**config.mk**
```make
export PLATFORM = sky130hd
export DESIGN_NAME = grws_ctrl
export DESIGN_NICKNAME = d
export VERILOG_FILES = /design/src/sv/grws_pkg.sv /design/src/sv/grws_ctrl.sv
export SDC_FILE = /design/constraint.sdc
export NUM_CORES = 1
export LEC_CHECK = 0
export BUFFER_PORTS_ARGS = -buffer_cell sky130_fd_sc_hd__buf_2
export CAP_MARGIN = 25
export CORE_ASPECT_RATIO = 1.1
export CORE_MARGIN = 1
export CORE_UTILIZATION = 35
export DETAILED_ROUTE_END_ITERATION = 7
export HOLD_SLACK_MARGIN = 0.03
export PLACE_DENSITY = 0.67
export REMOVE_ABC_BUFFERS = 1
export SLEW_MARGIN = 40
export SYNTH_ARGS = -nofsm -noshare
export SYNTH_HDL_FRONTEND = slang
export SYNTH_SLANG_ARGS = --single-unit
```
**constraint.sdc**
```tcl
create_clock -name clock -period 1.8 [get_ports clock]
set_clock_uncertainty 0.1 [all_clocks]
set_input_delay 0.09 -clock clock [delete_from_list [all_inputs] [get_ports clock]]
set_output_delay 0.09 -clock clock [all_outputs]
set_load 0.02 [all_outputs]
```
**src/sv/grws_pkg.sv**
```systemverilog
// ----------------------------------------------------------------------------
// grws_pkg: shared types and constants of the random walk sampler
// Beat layouts, graph sizing, generator taps and the controller/datapath
// command and status bundles.
// ----------------------------------------------------------------------------
package grws_pkg;

   localparam int NODES       = 1024;
   localparam int MAX_DEGREE  = 16;
   localparam int MAX_HOPS    = 16;

   localparam int NODE_W      = 10;
   localparam int CNT_W       = $clog2(MAX_DEGREE + 1);
   localparam int PICK_W      = $clog2(MAX_DEGREE);
   localparam int HOP_W       = 5;
   localparam int SEED_W      = 32;
   localparam int TBL_AW      = NODE_W + PICK_W;

   localparam logic [SEED_W-1:0] LFSR_TAPS = 32'h8020_0003;

   // remainder unit: bits of the dividend folded in per cycle
   localparam int MOD_BITS    = 8;
   localparam int MOD_STEPS   = SEED_W / MOD_BITS;
   localparam int MOD_STEP_W  = $clog2(MOD_STEPS);

   localparam logic KIND_LOAD = 1'b0;
   localparam logic KIND_WALK = 1'b1;

   typedef struct packed {
      logic              kind;
      logic [NODE_W-1:0] node;
      logic [NODE_W-1:0] neighbor;
      logic [HOP_W-1:0]  walk_length;
   } req_type;

   typedef struct packed {
      logic [NODE_W-1:0] start_node;
      logic [NODE_W-1:0] end_node;
      logic              dead_end;
   } rsp_type;

   typedef struct packed {
      logic clr_step;   // clear one count entry and advance the sweep
      logic capture;    // take the accepted request beat
      logic cnt_rd;     // read the count of the current node
      logic cnt_wr;     // append the neighbour to the current node
      logic mark_dead;  // stop the walk at the current node
      logic hop_go;     // advance the generator and start the remainder
      logic tbl_rd;     // read the chosen neighbour
      logic hop_next;   // move to the neighbour, count the hop
      logic post;       // load the response register
   } cmd_type;

   typedef struct packed {
      logic clr_last;
      logic req_kind;
      logic hops_zero;
      logic cnt_full;
      logic cnt_bad;
      logic mod_done;
      logic out_free;
   } sts_type;

endpackage

```
**src/sv/grws_ctrl.sv**
```systemverilog
// ----------------------------------------------------------------------------
// grws_ctrl: sequencing state machine
// Runs the count clearing sweep, the append sequence and the hop loop of a
// walk, issuing one command bundle per cycle to the datapath.
// ----------------------------------------------------------------------------
module grws_ctrl (
   input  logic              clock,
   input  logic              reset,
   input  logic              req_valid,
   output logic              req_ready,
   input  grws_pkg::sts_type sts,
   output grws_pkg::cmd_type cmd
);
   import grws_pkg::*;

   typedef enum logic [9:0] {
      ST_CLEAR    = 10'b00_0000_0001,
      ST_IDLE     = 10'b00_0000_0010,
      ST_LOAD_RD  = 10'b00_0000_0100,
      ST_LOAD_WR  = 10'b00_0000_1000,
      ST_HOP_RD   = 10'b00_0001_0000,
      ST_HOP_CHK  = 10'b00_0010_0000,
      ST_MOD      = 10'b00_0100_0000,
      ST_TBL_RD   = 10'b00_1000_0000,
      ST_HOP_NEXT = 10'b01_0000_0000,
      ST_FINISH   = 10'b10_0000_0000
   } state_type;

   state_type state_ff, state_in;

   always_comb begin
      state_in  = state_ff;
      cmd       = '0;
      req_ready = 1'b0;
      unique case (state_ff)
         ST_CLEAR: begin
            cmd.clr_step = 1'b1;
            if (sts.clr_last) begin
               state_in = ST_IDLE;
            end
         end
         ST_IDLE: begin
            req_ready = 1'b1;
            if (req_valid) begin
               cmd.capture = 1'b1;
               state_in = (sts.req_kind == KIND_WALK) ? ST_HOP_RD : ST_LOAD_RD;
            end
         end
         ST_LOAD_RD: begin
            cmd.cnt_rd = 1'b1;
            state_in   = ST_LOAD_WR;
         end
         ST_LOAD_WR: begin
            cmd.cnt_wr = !sts.cnt_full;
            state_in   = ST_IDLE;
         end
         ST_HOP_RD: begin
            if (sts.hops_zero) begin
               state_in = ST_FINISH;
            end else begin
               cmd.cnt_rd = 1'b1;
               state_in   = ST_HOP_CHK;
            end
         end
         ST_HOP_CHK: begin
            if (sts.cnt_bad) begin
               cmd.mark_dead = 1'b1;
               state_in      = ST_FINISH;
            end else begin
               cmd.hop_go = 1'b1;
               state_in   = ST_MOD;
            end
         end
         ST_MOD: begin
            if (sts.mod_done) begin
               state_in = ST_TBL_RD;
            end
         end
         ST_TBL_RD: begin
            cmd.tbl_rd = 1'b1;
            state_in   = ST_HOP_NEXT;
         end
         ST_HOP_NEXT: begin
            cmd.hop_next = 1'b1;
            state_in     = ST_HOP_RD;
         end
         ST_FINISH: begin
            if (sts.out_free) begin
               cmd.post = 1'b1;
               state_in = ST_IDLE;
            end
         end
         default: begin
            state_in = ST_CLEAR;
         end
      endcase
   end

   always_ff @(posedge clock) begin
      if (reset) begin
         state_ff <= ST_CLEAR;
      end else begin
         state_ff <= state_in;
      end
   end

endmodule
```
==> impl_metrics.tcl <==
set metrics [dict create \
    outcome "complete, but fails checks" \
    r2r-end "state_ff[0]" \
    critical_path.top_delay_family "simple AND/OR/NAND/NOR gates" \
    p_per_area_mw_per_mm2 893 \
    fin_tns_setup_ps -73.3 \
    p_clk_share_pct 22.0 \
    port-buffer-count 19 \
    regMostFlops "state_ff" \
    n_fill_cell 163 \
    dp_slack_ps 49.7 \
    drt-pass1-iter-count 4 \
    seq_area_frac_synth_pct 28.9 \
    clkLatencyLatePin_ps 270 \
    slew_headroom_pct 82.3 \
    gp_congestion 0.881 \
    async_flop_share_pct 0 \
    worstSetupStartpointType "flip-flop" \
    hold_depth 4 \
    min_period_over_period_pct 103 \
    combPwrFrac_pct 47.9 \
    synth.distinct_cells 32 \
    synth_enable_flop_cells 0 \
    syn_inst 92 \
    worstPathArrival_ps 1660 \
    critPathMaxStageDelay_ps 350 \
    ant_nets 0 \
    die_height_um 48.7 \
    swShare_pct 36.4 \
    critPathBufInv 2 \
    h-tree-depth 1 \
    post_drt_wl_per_cell_um 11.1 \
    power.share.sequential_pct 30.0 \
    crit_path_end_kind "output pin" \
    violations "negative setup slack" \
    drc 0 \
    p_leak_nw 0.457 \
    cts_root_buf "clkbuf_4" \
    holdCritStartpoint "sts[2]" \
    initial_core_util_pct 38.0 \
    cts_tree "done" \
    switchingPower_w 0.000346 \
    dp_hpwl_mm 1.27 \
    drt_iter0_drc 18 \
    vias 772 \
    grt_pass1_vias 724 \
    r2r_start "state_ff[4]" \
    core-area_mm2 0.00182 \
    grt_max_degree 9 \
    clk_pin_slew_ps 70 \
    cts_buffers 3 \
    ioPinCount 20 \
    worstSetupPathType "flip-flop to output pin" \
    hold_ws_ps 104 \
    hold_path_end "state_ff[6]" \
    grt_pass1_wl_mm 2.95 \
    crit_required_ps 1610 \
    rr_worst_depth 5 \
    multi_input_area_um2 468 \
    rows 16 \
    grtUsageTotal_pct 17.9 \
    areaGrowthSynthToFinish_pct 53.2 \
    cts.path.max_buffers 2 \
    grt_antenna_before_repair 0 \
    synth-main-ff-cell "dfxtp_1" \
    peakVddDrop_mv 0.516 \
    tightest_slew_ps 262 \
    min_period_ps 1850 \
    hold_class "primary input to flip-flop" \
    antenna_cells 0 \
    final-hold-violation-count 0 \
    drive_gt1_share_pct 40.2 \
    register_area_um2 210 \
    slowest_stage "dfxtp_4" \
    intPower_w 0.000603 \
    maxSlewViolCount 0 \
    final_nets 143 \
    top_regs "state_ff x10" \
    crit_chain "nor3_4, nand3_2, or2_1, or3_1, inv_1, buf_6" \
    synth_area_um2 693 \
    r2r_slack_ps 90 \
    routed_wl_mm 1.77 \
    vias_per_cell 4.86 \
    largest_reg_flops 10 \
    syn_area_per_cell_um2 7.53 \
    die-area_mm2 0.00216 \
    ys_warn_count 0 \
    die_w_um 44.4 \
    crit_fanout 2 \
    grt_setup_unrepaired "yes" \
    finalWorstSetupSlack_ps -54.9 \
    maxCapViolCount 0 \
    grt.overflow.total 0 \
    fmaxAchievable_mhz 539 \
    clock_sinks 10 \
    setup_viol 2 \
    ys_seq_elements 10 \
]
-- power groups by stage --
| stage | registers (W) | logic (W) | clock network (W) |
|---|---|---|---|
| after floorplan | 0.000294 | 0.000239 | 0 |
| after global placement | 0.000291 | 0.000372 | 0 |
| after detailed placement | 0.000289 | 0.000376 | 0 |
| after CTS | 0.000283 | 0.000449 | 0.000220 |
| after global routing | 0.000290 | 0.000502 | 0.000223 |
| final | 0.000285 | 0.000455 | 0.000209 |
-- Yosys cell counts, drive strengths merged, types with 2 or more instances --
master | instances | area (um2)
buf | 5 | 37.5
nand3b | 3 | 22.5
dfxtp | 10 | 200
a21oi | 4 | 20.0
nor4b | 2 | 17.5
nor3 | 7 | 46.3
mux2i | 2 | 20.0
and3 | 3 | 18.8
nand3 | 3 | 20.0
and2 | 3 | 18.8
nand2 | 7 | 26.3
o22a | 2 | 17.5
o21ai | 4 | 20.0
nor3b | 3 | 22.5
nor2 | 14 | 52.6
or3 | 3 | 18.8
xnor2 | 2 | 17.5
inv | 5 | 18.8
-- cell families after synthesis --
| group | share of synthesized area, % |
|---|---|
| flip-flops | 28.9 |
| AO/OA/AOI/OAI | 11.9 |
| AND/OR/NAND/NOR | 44.4 |
| XOR/XNOR | 3.79 |
| multiplexers | 2.89 |
| buffers and inverters | 8.12 |
-- through the flow --
| stage | instance area [um2] | total power, W | cells | utilization [%] |
|---|---|---|---|---|
| 2_1_floorplan | 656 | 0.000533 | 87 | - |
| 3_3_place_gp | 860 | 0.000663 | 143 | 47.2 |
| 5_1_grt | 1060 | 0.00101 | 159 | 58.3 |
| 3_5_place_dp | 860 | 0.000665 | 143 | 47.2 |
| 6_report | 1060 | 0.000949 | 159 | 58.3 |
| 4_1_cts | 1060 | 0.000953 | 159 | 58.1 |
-- layer usage --
metal  track usage, %  up-vias  share of wire, %
met5                0        -                 0
met4             7.58        0              0.79
met3             2.24        2               3.7
met2             29.7       20                49
met1             22.6      345                46
li1                 -      405                 -
-- cells in the final DEF (no fill, tap or decap), types with 4 or more instances in the layout --
cell type / netlist / final
buf_4: 0 / 19
buf_2: 3 / 14
nor2_1: 14 / 13
nand2_1: 7 / 7
dlygate4sd3_1: 0 / 6
dfxtp_1: 10 / 6
inv_1: 5 / 5
nor3_1: 6 / 4
-- worst max path at each step --
stage | from | to | slack (ps) | cells past startpoint
finish | state_ff[9] | cmd[3] | -50 | 6
global route | state_ff[9] | cmd[3] | -150 | 6
CTS | state_ff[9] | cmd[3] | -70 | 6
detailed placement | state_ff[0] | cmd[3] | 50 | 6
global placement | state_ff[0] | cmd[3] | 60 | 6
floorplan | state_ff[4] | state_ff[8] | 50 | 5
-- timing repair --
| item | 4_1_cts | 5_1_grt |
|---|---|---|
| resized for setup | 19 | 1 |
| cloned | 0 | 0 |
| hold endpoints to repair | 8 | 0 |
| setup endpoints to repair | 7 | 5 |
| pin swaps | 7 | 0 |
| hold buffers | 6 | 0 |
| setup buffers | 6 | 0 |
-- worst register-to-register path: stages, from the launching register on --
cell and delay [ps]:
dfxtp_2 330, or3b_4 410, o21ai_1 80, mux2i_1 70, or3_1 300, a221o_1 310
-- layout make-up --
type / count / share of cell area [%]
clock buffers: 4 / 3.42
inverters: 5 / 1.77
multi-input cells: 72 / 44.1
flip-flops and latches: 10 / 19.8
well taps: 27 / 3.18
repair buffers: 41 / 27.8
(Power assumes the default switching activity.)
